`config.mk`:
```
export PLATFORM = sky130hd
export DESIGN_NAME = keyed_value_table_top
export DESIGN_NICKNAME = d
export VERILOG_FILES = /design/src/hw/rtl/kvt_pkg.sv /design/src/hw/rtl/keyed_value_table_top.sv /design/src/hw/rtl/kvt_store.sv /design/src/hw/rtl/kvt_match.sv
export SDC_FILE = /design/constraint.sdc
export NUM_CORES = 2
export LEC_CHECK = 0
export BUFFER_PORTS_ARGS = -buffer_cell sky130_fd_sc_hd__clkbuf_2
export CAP_MARGIN = 20
export CORE_MARGIN = 5
export CORE_UTILIZATION = 45
export DETAILED_ROUTE_END_ITERATION = 10
export HOLD_SLACK_MARGIN = 0.02
export PLACE_DENSITY = 0.7
export SYNTH_ARGS = -nofsm -noshare
export SYNTH_HDL_FRONTEND = slang
export SYNTH_SLANG_ARGS = --single-unit
export TNS_END_PERCENT = 100
```
`constraint.sdc`:
```
create_clock -name clk -period 6.85 [get_ports clk]
set_input_delay 0.3425 -clock clk [delete_from_list [all_inputs] [get_ports clk]]
set_output_delay 0.3425 -clock clk [all_outputs]
set_load 0.005 [all_outputs]
```
`src/hw/rtl/kvt_pkg.sv`:
```
`default_nettype none

package kvt_pkg;

	// operation codes carried on mode
	localparam logic [2:0] MODE_CLEAR  = 3'd0;
	localparam logic [2:0] MODE_INSERT = 3'd1;
	localparam logic [2:0] MODE_ERASE  = 3'd2;
	localparam logic [2:0] MODE_LOOKUP = 3'd3;
	localparam logic [2:0] MODE_COUNT  = 3'd4;

	// result status codes
	localparam logic [1:0] STAT_OK        = 2'd0;
	localparam logic [1:0] STAT_NOT_FOUND = 2'd1;
	localparam logic [1:0] STAT_FULL      = 2'd2;

	// width of the count fields in a result
	localparam int CNT_OUT_W = 6;

	// scan unit control, driven by the sequencer
	typedef struct packed {
		logic init;      // clear match state at the start of a transaction
		logic sample;    // read data on the store outputs belongs to this scan
		logic by_value;  // count values instead of searching keys
	} scan_ctl_t;

endpackage

`default_nettype wire

```
`src/hw/rtl/keyed_value_table_top.sv`:
```
// Channel   Handshake          Payload
// -------   ----------------   ------------------------------------------
// command   start / busy       mode, key, value
// result    done (1-cycle)     status, read_value, match_count, fill_count
//
// A transaction is taken at an edge with start high and busy low. Clear, insert,
// unused modes and any mode on an empty table give done in the next cycle; the next
// command may follow at once. Erase, lookup and count otherwise scan one slot per
// cycle; done follows once the last read has been sampled. Erase of a present key adds a
// read of the last slot and a write-back before done. Reset empties the table at once;
// memory contents stay undefined. The result side cannot stall.
`default_nettype none

module keyed_value_table_top #(
	parameter int TABLE_DEPTH = 32,
	parameter int KEY_BITS    = 16,
	parameter int VALUE_BITS  = 32
) (
	input  wire logic                                  clk,
	input  wire logic                                  arst_n,
	input  wire logic                                  start,
	output logic                                       busy,
	input  wire logic [2:0]                            mode,
	input  wire logic [KEY_BITS-1:0]                   key,
	input  wire logic [VALUE_BITS-1:0]                 value,
	output logic                                       done,
	output logic      [1:0]                            status,
	output logic      [VALUE_BITS-1:0]                 read_value,
	output logic      [kvt_pkg::CNT_OUT_W-1:0]         match_count,
	output logic      [kvt_pkg::CNT_OUT_W-1:0]         fill_count
);

	localparam int AW = (TABLE_DEPTH > 1) ? $clog2(TABLE_DEPTH) : 1;
	localparam int CW = $clog2(TABLE_DEPTH + 1);

	typedef enum logic [3:0] {
		ST_IDLE = 4'b0001,
		ST_SCAN = 4'b0010,
		ST_ERD  = 4'b0100,
		ST_EWR  = 4'b1000
	} state_t;

	state_t                  state_q;
	logic [CW-1:0]           cnt_q;
	logic [CW-1:0]           iss_q;
	logic                    smp_s1;
	logic [AW-1:0]           idx_s1;
	logic [2:0]              mode_q;
	logic [KEY_BITS-1:0]     key_q;
	logic [VALUE_BITS-1:0]   value_q;
	logic                    done_q;
	logic [1:0]              status_q;
	logic [VALUE_BITS-1:0]   rv_q;
	logic [CW-1:0]           mc_q;
	logic [CW-1:0]           fill_q;

	logic                    accept;
	logic                    full;
	logic                    issue;
	logic                    scan_end;
	logic [CW-1:0]           last_c;

	logic                    wr_en;
	logic [AW-1:0]           wr_addr;
	logic [KEY_BITS-1:0]     wr_key;
	logic [VALUE_BITS-1:0]   wr_value;
	logic                    rd_en;
	logic [AW-1:0]           rd_addr;
	logic [KEY_BITS-1:0]     rd_key;
	logic [VALUE_BITS-1:0]   rd_value;

	kvt_pkg::scan_ctl_t      ctl;
	logic                    found;
	logic [AW-1:0]           found_idx;
	logic [VALUE_BITS-1:0]   found_value;
	logic [CW-1:0]           hit_count;

	logic                    fin;
	logic [1:0]              res_status;
	logic [VALUE_BITS-1:0]   res_rv;
	logic [CW-1:0]           res_mc;
	logic [CW-1:0]           res_fill;

	assign busy     = (state_q != ST_IDLE);
	assign accept   = start && !busy;
	assign full     = (cnt_q == CW'(TABLE_DEPTH));
	assign issue    = (state_q == ST_SCAN) && (iss_q != cnt_q);
	// last read has been sampled by the match unit
	assign scan_end = (state_q == ST_SCAN) && (iss_q == cnt_q) && !smp_s1;
	assign last_c   = cnt_q - CW'(1);

	kvt_store #(
		.TABLE_DEPTH (TABLE_DEPTH),
		.KEY_BITS    (KEY_BITS),
		.VALUE_BITS  (VALUE_BITS),
		.AW          (AW)
	) u_store (
		.clk      (clk),
		.wr_en    (wr_en),
		.wr_addr  (wr_addr),
		.wr_key   (wr_key),
		.wr_value (wr_value),
		.rd_en    (rd_en),
		.rd_addr  (rd_addr),
		.rd_key   (rd_key),
		.rd_value (rd_value)
	);

	kvt_match #(
		.KEY_BITS   (KEY_BITS),
		.VALUE_BITS (VALUE_BITS),
		.AW         (AW),
		.CW         (CW)
	) u_match (
		.clk         (clk),
		.arst_n      (arst_n),
		.ctl         (ctl),
		.idx         (idx_s1),
		.rd_key      (rd_key),
		.rd_value    (rd_value),
		.tgt_key     (key_q),
		.tgt_value   (value_q),
		.found       (found),
		.found_idx   (found_idx),
		.found_value (found_value),
		.hit_count   (hit_count)
	);

	// memory access; one op per transaction is in flight, so a write never
	// overlaps a read of the same slot
	always_comb begin
		wr_en        = 1'b0;
		wr_addr      = cnt_q[AW-1:0];
		wr_key       = key;
		wr_value     = value;
		rd_en        = 1'b0;
		rd_addr      = iss_q[AW-1:0];
		ctl.init     = 1'b0;
		ctl.sample   = 1'b0;
		ctl.by_value = (mode_q == kvt_pkg::MODE_COUNT);
		unique case (state_q)
			ST_IDLE: begin
				ctl.init = accept;
				if (accept && (mode == kvt_pkg::MODE_INSERT) && !full)
					wr_en = 1'b1;
			end
			ST_SCAN: begin
				rd_en      = issue;
				ctl.sample = smp_s1;
			end
			ST_ERD: begin
				rd_en   = 1'b1;
				rd_addr = last_c[AW-1:0];
			end
			ST_EWR: begin
				// move the last pair into the erased slot
				wr_en    = 1'b1;
				wr_addr  = found_idx;
				wr_key   = rd_key;
				wr_value = rd_value;
			end
			default: begin
			end
		endcase
	end

	// result of the transaction that finishes in this cycle
	always_comb begin
		fin        = 1'b0;
		res_status = kvt_pkg::STAT_OK;
		res_rv     = '0;
		res_mc     = '0;
		res_fill   = cnt_q;
		unique case (state_q)
			ST_IDLE: begin
				if (accept) begin
					unique case (mode)
						kvt_pkg::MODE_CLEAR: begin
							fin      = 1'b1;
							res_fill = '0;
						end
						kvt_pkg::MODE_INSERT: begin
							fin = 1'b1;
							if (full)
								res_status = kvt_pkg::STAT_FULL;
							else
								res_fill = cnt_q + CW'(1);
						end
						kvt_pkg::MODE_ERASE, kvt_pkg::MODE_LOOKUP: begin
							if (cnt_q == '0) begin
								fin        = 1'b1;
								res_status = kvt_pkg::STAT_NOT_FOUND;
							end
						end
						kvt_pkg::MODE_COUNT: begin
							fin = (cnt_q == '0);
						end
						default: begin
							fin = 1'b1;
						end
					endcase
				end
			end
			ST_SCAN: begin
				if (scan_end) begin
					priority if (mode_q == kvt_pkg::MODE_COUNT) begin
						fin    = 1'b1;
						res_mc = hit_count;
					end else if (!found) begin
						fin        = 1'b1;
						res_status = kvt_pkg::STAT_NOT_FOUND;
					end else if (mode_q == kvt_pkg::MODE_LOOKUP) begin
						fin    = 1'b1;
						res_rv = found_value;
					end
				end
			end
			ST_EWR: begin
				fin      = 1'b1;
				res_fill = last_c;
			end
			default: begin
			end
		endcase
	end

	always_ff @(posedge clk or negedge arst_n) begin
		if (!arst_n) begin
			state_q <= ST_IDLE;
			cnt_q   <= '0;
			iss_q   <= '0;
			smp_s1  <= 1'b0;
			done_q  <= 1'b0;
		end else begin
			done_q <= fin;
			smp_s1 <= issue;
			unique case (state_q)
				ST_IDLE: begin
					if (accept) begin
						iss_q <= '0;
						if (fin)
							cnt_q <= res_fill;
						else
							state_q <= ST_SCAN;
					end
				end
				ST_SCAN: begin
					if (issue)
						iss_q <= iss_q + CW'(1);
					if (scan_end)
						state_q <= fin ? ST_IDLE : ST_ERD;
				end
				ST_ERD: begin
					state_q <= ST_EWR;
				end
				ST_EWR: begin
					cnt_q   <= last_c;
					state_q <= ST_IDLE;
				end
				default: begin
					state_q <= ST_IDLE;
				end
			endcase
		end
	end

	always_ff @(posedge clk) begin
		idx_s1 <= iss_q[AW-1:0];
		if (accept) begin
			mode_q  <= mode;
			key_q   <= key;
			value_q <= value;
		end
		if (fin) begin
			status_q <= res_status;
			rv_q     <= res_rv;
			mc_q     <= res_mc;
			fill_q   <= res_fill;
		end
	end

	assign done        = done_q;
	assign status      = status_q;
	assign read_value  = rv_q;
	assign match_count = kvt_pkg::CNT_OUT_W'(mc_q);
	assign fill_count  = kvt_pkg::CNT_OUT_W'(fill_q);

	a_fill_bound: assert property (@(posedge clk) disable iff (!arst_n)
		cnt_q <= CW'(TABLE_DEPTH))
		else $error("fill count beyond table depth");

	a_no_write_in_scan: assert property (@(posedge clk) disable iff (!arst_n)
		(state_q == ST_SCAN) |-> !wr_en)
		else $error("memory write during scan");

	a_insert_done: assert property (@(posedge clk) disable iff (!arst_n)
		(accept && (mode == kvt_pkg::MODE_INSERT) && !full)
		|=> (done && (cnt_q == $past(cnt_q) + CW'(1))))
		else $error("insert did not complete in one cycle");

	a_erase_shrinks: assert property (@(posedge clk) disable iff (!arst_n)
		(state_q == ST_EWR) |=> (done && (cnt_q == $past(last_c))))
		else $error("erase did not shrink the table");

	a_done_after_work: assert property (@(posedge clk) disable iff (!arst_n)
		done |-> $past(busy || start))
		else $error("result without a transaction");

endmodule

`default_nettype wire

```
`src/hw/rtl/kvt_store.sv`:
```
`default_nettype none

module kvt_store #(
	parameter int TABLE_DEPTH = 32,
	parameter int KEY_BITS    = 16,
	parameter int VALUE_BITS  = 32,
	parameter int AW          = 5
) (
	input  wire logic                  clk,
	input  wire logic                  wr_en,
	input  wire logic [AW-1:0]         wr_addr,
	input  wire logic [KEY_BITS-1:0]   wr_key,
	input  wire logic [VALUE_BITS-1:0] wr_value,
	input  wire logic                  rd_en,
	input  wire logic [AW-1:0]         rd_addr,
	output logic      [KEY_BITS-1:0]   rd_key,
	output logic      [VALUE_BITS-1:0] rd_value
);

	logic [KEY_BITS-1:0]   key_mem [TABLE_DEPTH];
	logic [VALUE_BITS-1:0] val_mem [TABLE_DEPTH];

	always_ff @(posedge clk) begin
		if (wr_en) begin
			key_mem[wr_addr] <= wr_key;
			val_mem[wr_addr] <= wr_value;
		end
	end

	always_ff @(posedge clk) begin
		if (rd_en) begin
			rd_key   <= key_mem[rd_addr];
			rd_value <= val_mem[rd_addr];
		end
	end

endmodule

`default_nettype wire

```
`src/hw/rtl/kvt_match.sv`:
```
`default_nettype none

module kvt_match #(
	parameter int KEY_BITS   = 16,
	parameter int VALUE_BITS = 32,
	parameter int AW         = 5,
	parameter int CW         = 6
) (
	input  wire logic                  clk,
	input  wire logic                  arst_n,
	input  wire kvt_pkg::scan_ctl_t    ctl,
	input  wire logic [AW-1:0]         idx,
	input  wire logic [KEY_BITS-1:0]   rd_key,
	input  wire logic [VALUE_BITS-1:0] rd_value,
	input  wire logic [KEY_BITS-1:0]   tgt_key,
	input  wire logic [VALUE_BITS-1:0] tgt_value,
	output logic                       found,
	output logic      [AW-1:0]         found_idx,
	output logic      [VALUE_BITS-1:0] found_value,
	output logic      [CW-1:0]         hit_count
);

	logic                  found_q;
	logic [AW-1:0]         idx_q;
	logic [VALUE_BITS-1:0] val_q;
	logic [CW-1:0]         mc_q;
	logic                  key_hit;
	logic                  val_hit;
	logic                  first_hit;

	assign key_hit   = (rd_key == tgt_key);
	assign val_hit   = (rd_value == tgt_value);
	// only the lowest matching slot counts
	assign first_hit = ctl.sample && !ctl.by_value && key_hit && !found_q;

	always_ff @(posedge clk or negedge arst_n) begin
		if (!arst_n) begin
			found_q <= 1'b0;
			mc_q    <= '0;
		end else if (ctl.init) begin
			found_q <= 1'b0;
			mc_q    <= '0;
		end else begin
			if (first_hit)
				found_q <= 1'b1;
			if (ctl.sample && ctl.by_value && val_hit)
				mc_q <= mc_q + CW'(1);
		end
	end

	always_ff @(posedge clk) begin
		if (first_hit) begin
			idx_q <= idx;
			val_q <= rd_value;
		end
	end

	assign found       = found_q;
	assign found_idx   = idx_q;
	assign found_value = val_q;
	assign hit_count   = mc_q;

endmodule

`default_nettype wire
```
# Word level (Yosys, flattened, before mapping)
# Memories as Yosys holds them, arrays and structs flattened. A register that Yosys moved wholly into a read port is not among the register bits.
# Index checks and enable logic that the tools add are counted.
totals:
  ff_bits: 164
  latch_bits: 0
  ramBits: 1536
  romBits: 0
  in_bits: 54
  output_inout_bits: 48
  word_cells: 122
  memories: 2
memory_table:
  columns: ["name", "depth", "word_bits", "read_ports", "rd_ports_with_merged_regs", "wr", "line", "source"]
  rows:
  - ["u_store.val_mem", 32, 32, 1, 1, 1, "kvt_store.sv:21", "logic [VALUE_BITS-1:0] val_mem [TABLE_DEPTH];"]
  - ["u_store.key_mem", 32, 16, 1, 1, 1, "kvt_store.sv:20", "logic [KEY_BITS-1:0] key_mem [TABLE_DEPTH];"]
op_classes:
  add_sub_neg: 4
  mul: 0
  div_mod_pow: 0
  order_cmp: 0
  eq_ne: 21
  shift: 0
  n_mux: 46
  bitwise_logic: 4
  reduce_logical: 28
ops:
  columns: ["op", "count"]
  rows:
  - ["two-way mux 6 bit", 8]
  - ["case mux 6 bit (2 select lines)", 4]
  - ["equality test 32 bit", 1]
  - ["two-way mux 32 bit", 1]
  - ["adder 6 x 1 -> 6 bit (second input constant)", 3]
  - ["two-way mux 1 bit", 17]
  - ["equality test 16 bit", 1]
  - ["two-way mux 16 bit", 1]
  - ["two-way mux 4 bit", 3]
  - ["case mux 4 bit (3 select lines)", 1]
  - ["AND reduction 3 bit", 4]
  - ["logical AND 1 bit", 11]
  - ["two-way mux 5 bit", 2]
  - ["inequality test 2 bit (second input constant)", 5]
  - ["equality test 3 x 2 -> 1 bit (second input constant)", 3]
  - ["case mux 2 bit (2 select lines)", 2]
  - ["nonzero test 2 bit", 4]
  - ["equality test 3 bit (second input constant)", 2]
  - ["equality test 6 bit", 1]
  - ["equality test 6 bit (second input constant)", 1]
  - ["zero test 6 bit", 1]
  - ["inequality test 6 bit", 1]
  - ["case mux 1 bit (2 select lines)", 3]
  - ["subtractor 6 x 1 -> 6 bit (second input constant)", 1]
  - ["14 further kinds", 22]

# Depth between registers and ports, before layout
depth:
  word_depth: 9
  depth_mapped: 12
  mapped_depth_nobuf: 8

# Hierarchy
# From an unflattened synthesis, not the netlist that was laid out.
unflattened:
  hier_cells: 3975
  hier_area_um2: 68537.0
modules_own_cells:
  columns: ["module", "instances", "cells_per_inst", "area_per_inst_um2", "seq_area_each_um2"]
  rows:
  - ["kvt_store", 1, 3364, 61207.5, 47565.6]
  - ["keyed_value_table_top", 1, 476, 5306.3, 3464.6]
  - ["kvt_match", 1, 135, 2023.2, 1286.2]

# Least setup slack after synthesis
# No wires, ideal clock.
synth_timing:
  path_type: "register to register"
  start: "register state_q[3]"
  end: "register u_match.idx_q[0], in the netlist u_match.found_idx[0] (enable)"
  setup_time_ps: 527
  t_arrival_ps: 4608
  required_ps: 6323
  path_slack_ps: 1715
  path_stages_with_launch: 4
  path_buffers: 0
  period_less_slack_ps: 5135
  cell_sequence: "dfrtp_1 > nor4b_4 > nand4_1 > nor4_1"
synth_via:
  elab_chain_len: 5
synth_lines:
  columns: ["element", "line", "source"]
  rows:
  - ["from (decl)", "keyed_value_table_top.sv:43", "state_t state_q;"]
  - ["from (signal assigned)", "keyed_value_table_top.sv:251", "state_q <= fin ? ST_IDLE : ST_ERD;"]
  - ["equality test 4 x 2 -> 1 bit", "keyed_value_table_top.sv:141", "unique case (state_q)"]
  - ["two-way mux 1 bit", "keyed_value_table_top.sv:141", null]
  - ["logical AND 1 bit (3 in a row)", "kvt_match.sv:34", "assign first_hit = ctl.sample && !ctl.by_value && key_hit && !found_q;"]
  - ["named net u_match.first_hit", "kvt_match.sv:29", "logic first_hit;"]
  - ["to (signal assigned)", "kvt_match.sv:53", "idx_q <= idx;"]
  - ["to (decl)", "kvt_match.sv:24", "logic [AW-1:0] idx_q;"]
# The timed path passes the listed nets, and every way through them passes these cells.
# A chain may end at the register's enable or synchronous reset.

# Worst setup path in the final report
layout_timing:
  start: "register state_q[0]"
  end: "memory u_store.val_mem[3][0] (enable)"
layout_via:
  elab_chain_len: 9
  word_cells_on_any_way: 12
  cone_classes: "eq/ne (3); mux (5); reduce/logical (4)"
layout_lines:
  columns: ["element", "line", "source"]
  rows:
  - ["inequality test 4 x 1 -> 1 bit", "keyed_value_table_top.sv:84", "assign busy = (state_q != ST_IDLE);"]
  - ["zero test 1 bit", "keyed_value_table_top.sv:85", "assign accept = start && !busy;"]
  - ["logical AND 1 bit", "keyed_value_table_top.sv:85", null]
  - ["logical AND 1 bit (2 in a row)", "keyed_value_table_top.sv:144", "if (accept && (mode == kvt_pkg::MODE_INSERT) && !full)"]
  - ["two-way mux 1 bit", "keyed_value_table_top.sv:144", null]
  - ["case mux 1 bit (2 select lines)", "keyed_value_table_top.sv:141", null]
  - ["two-way mux 1 bit", "kvt_store.sv:24", "if (wr_en) begin"]
  - ["two-way mux 1 bit (not written as such)", "kvt_store.sv:26", "val_mem[wr_addr] <= wr_value;"]
  - ["to (decl)", "kvt_store.sv:21", null]
# Several ways; a longest one is shown, not always the timed one.

==> flow_metrics.py <==
metrics = {
    "floorplanning": {
        "die-height_um": 401.5,
        "initial_core_util_pct": 45.35,
        "core-area_um2": 152100,
        "die_area_um2": 161200,
        "placementRows": 143,
        "floorplan.io_pins": 102,
        "die_w_um": 401.5,
    },
    "drt": {
        "antenna_left": 0,
        "routedWlPerCell_um": 26.90,
        "dr_total_vias": 35710,
        "total_length_of_routed_wires_mm": 166.9,
        "drc": 0,
        "post_dr_vias_cell": 5.755,
        "drtPass1Iterations": 5,
        "detailedRoute.firstIterationViolations": 4006,
    },
    "timing": {
        "timing.max_slew.rel_slack_pct": 21.63,
        "clock.fmax_ghz": 0.2205,
        "rsz_0062_raised_after_global_routing": "no",
        "post-route-period-util_pct": 66.21,
        "setup_violations": 0,
        "final_max_slew_viol_count": 0,
        "timing.setup.tns_ps": 0,
        "max_slew.worst_pin.slew_ps": 1176,
        "timing.final.hold_violations": 0,
        "fin_hold_ws_ps": 129.7,
        "layout_setup_ws_ps": 2314,
        "final.min_clock_period_ps": 4536,
        "fin_worst_skew_ps": 27.78,
    },
    "place": {
        "place_congestion": 0.8030,
        "hpwlAfterDp_mm": 92.15,
        "placed_area_um2": 72160,
        "port-buffer-count": 101,
        "pre_cts_slack_ps": 2378,
        "dpl.cell_count": 5823,
    },
    "clock_tree": {
        "clk_transition_reported_paths_ps": 60,
        "clock_tree.htree_level_count": 4,
        "tritoncts": "done",
        "clock_tree.buffer_depth": 3,
        "numCtsBuffers": 171,
        "cts.sink_count": 1748,
        "clock_network_latency_to_the_later_pin_of_the_worst_skew_pair_ps": 790,
        "cts.root.buffer_cell": "sky130_fd_sc_hd__clkbuf_16",
    },
    "logic_synthesis": {
        "synth.largest_area_cell": "sky130_fd_sc_hd__edfxtp_1",
        "synthDominantCellAreaShare_pct": 74.81,
        "ys_warn_count": 0,
        "main_combinational_cell_family_by_area_after_synthesis": "multiplexers",
        "synth_simple_gate_area_share_pct": 2.919,
        "post_synth_num_cell_types": 53,
        "ys_async_sr_fraction_pct": 1.430,
        "seq_cells_post_synth": 1748,
        "synthMostInstantiatedCell": "sky130_fd_sc_hd__edfxtp_1",
        "post_synth_inst_count": 3820,
        "synth_mux_area_share_pct": 16.75,
        "post_synth_fa_ha_maj_area_fraction_pct": 0.07257,
        "yosys-top-cells-area": "sky130_fd_sc_hd__edfxtp_1, sky130_fd_sc_hd__mux2i_1, sky130_fd_sc_hd__o22ai_1",
        "synth_area_per_cell_um2": 18.05,
        "yosys.area_share.xor_xnor_pct": 0.7874,
        "synth_fp_nets": 3878,
        "synth.cells.most_frequent": "sky130_fd_sc_hd__edfxtp_1, sky130_fd_sc_hd__mux2i_1, sky130_fd_sc_hd__o22ai_1",
        "synth_area_in_compound_gates_pct": 2.232,
        "synthesis.area_um2": 68960,
        "ys_dominant_reg_cell": "sky130_fd_sc_hd__edfxtp_1",
        "synth-edff-count": 1718,
        "synth_seq_area_share_pct": 75.86,
    },
    "finish": {
        "finish.cell_count_without_fillers": 6205,
        "post-route-cell-area_um2": 78540,
        "final_nets": 4091,
        "area.growth.synth_to_final_pct": 13.89,
        "drive_above_1_share_pct": 11.57,
    },
    "setup_path": {
        "highest_net_fanout_along_the_worst_path": 25,
        "path_class": "reg -> reg",
        "critPathCapture": "u_store.val_mem[3][0]",
        "critical_path_capture_point_type": "flip-flop",
        "timing.rr.start": "state_q[0]",
        "r2r_slack_ps": 2310,
        "crit_start": "state_q[0]",
        "type_of_element_launching_the_critical_path": "flip-flop",
        "critical_path.reg2reg.endpoint": "u_store.val_mem[3][0]",
        "critPathRequiredTime_ps": 7280,
        "r2r_cells": 7,
        "cp_data_arrival_time_ps": 4960,
    },
    "power_and_ir_drop": {
        "power_density_nw_per_um2": 362.6,
        "p_leak_nw": 26.60,
        "vdd_drop_max_uv": 427.6,
    },
    "min_path": {
        "worstHoldPathType": "in -> async",
    },
    "grt": {
        "number_of_antenna_violations_at_the_first_check_in_global_routing": 8,
        "first_pass_grt_wire_length_mm": 241.1,
        "first_global_vias": 34756,
        "total_routing_resource_utilization_after_global_routing_pct": 20.16,
        "globalRoute.totalOverflow": 0,
        "grt_max_degree": 135,
    },
    "flow_run": {
        "cap_violations": 0,
    },
    "outcome": {
        "run_status": "finished clean",
    },
}
[cells in the final DEF, fill, tap and decap left out, drive strengths merged, types with 20 or more instances in the layout]
| master | Yosys | layout |
|---|---|---|
| dlygate4sd3 | 0 | 53 |
| nor4 | 54 | 54 |
| clkinv | 0 | 54 |
| nand2 | 178 | 178 |
| nor2 | 62 | 62 |
| buf | 142 | 79 |
| and2 | 34 | 34 |
| xnor2 | 44 | 44 |
| clkbuf | 51 | 321 |
| edfxtp | 1718 | 1718 |
| mux2i | 1154 | 1154 |
| nand3 | 20 | 20 |
| o22ai | 192 | 192 |
| dfrtp | 24 | 24 |
[worst max-delay path, cell delays in order (launching register included)]
cell,delay [ps]
sky130_fd_sc_hd__dfstp_2,620
sky130_fd_sc_hd__nor4b_2,470
sky130_fd_sc_hd__inv_2,240
sky130_fd_sc_hd__nor4b_4,520
sky130_fd_sc_hd__nand3_2,270
sky130_fd_sc_hd__o31a_1,570
sky130_fd_sc_hd__nor2_4,920
sky130_fd_sc_hd__buf_4,510
[state kept, by name (all words and copies together) (netlist names)]
name                 flops
u_store.rd_key          16
u_match.found_value     32
done                     1
state_q                  4
u_match.found            1
mode_q                   3
value_q                 32
key_q                   16
u_match.found_idx        5
status                   2
u_store.val_mem       1024
u_match.hit_count        6
smp_s1                   1
iss_q                    6
idx_s1                   5
u_store.rd_value        32
cnt_q                    6
u_store.key_mem        512
read_value              32
match_count              6
fill_count               6
[logic make-up after synthesis]
kind of cell               count (synthesis)
AOI/OAI and AO/OA                        247
xor gates and xnor gates                  62
adders and majority gates                  4
buffers and inverters                    199
DFF                                     1748
muxes                                   1154
and+or+nand+nor                          406
[cell type report]
class | instances | area (µm²)
Tap cell | 2030 | 2540
Antenna cell | 10 | 25.02
Clock buffer | 220 | 4524
Fill cell | 12060 | 73540
Inverter | 6 | 22.52
Clock inverter | 85 | 968.4
Multi-Input combinational cell | 1873 | 16120
Timing Repair Buffer | 233 | 2029
Sequential cell | 1748 | 52320
[metrics by stage]
step / total power, W / util, %
after global placement: 0.01926 / 47.43
after global routing: 0.02947 / 51.63
after detailed placement: 0.01937 / 47.45
after floorplan: 0.01755 / -
final: 0.02848 / 51.65
after CTS: 0.02856 / 51.41
[per-layer routing]
metal  vias up  track usage, %  part of all wire (%)
met1     18368           29.07                    43
met5         -               0                 0.023
met4         6           6.035                   2.6
met2      1528           30.54                    45
li1      15538               -                     -
met3       270           4.974                   9.1
[power by group]
group          total [W]  internal, W  switching (W)
clock network    0.00924      0.00532        0.00392
registers         0.0126       0.0123       0.000277
logic            0.00664      0.00274        0.00389
total             0.0285       0.0204        0.00809
[worst min-delay path by stage]
stage | from | endpoint
2_1_floorplan | arst_n | cnt_q[0]
6_report | arst_n | done
3_5_place_dp | idx_s1[0] | u_match.found_idx[0]
3_3_place_gp | idx_s1[2] | u_match.found_idx[2]
4_1_cts | arst_n | cnt_q[3]
5_1_grt | arst_n | done
[repair_timing]
action | in CTS | in global routing
hold buffers | 53 | 0
hold endpoints to repair | 79 | 0
resized for setup | 0 | 0
buffers inserted | 0 | 0
(Power assumes the default switching activity.)
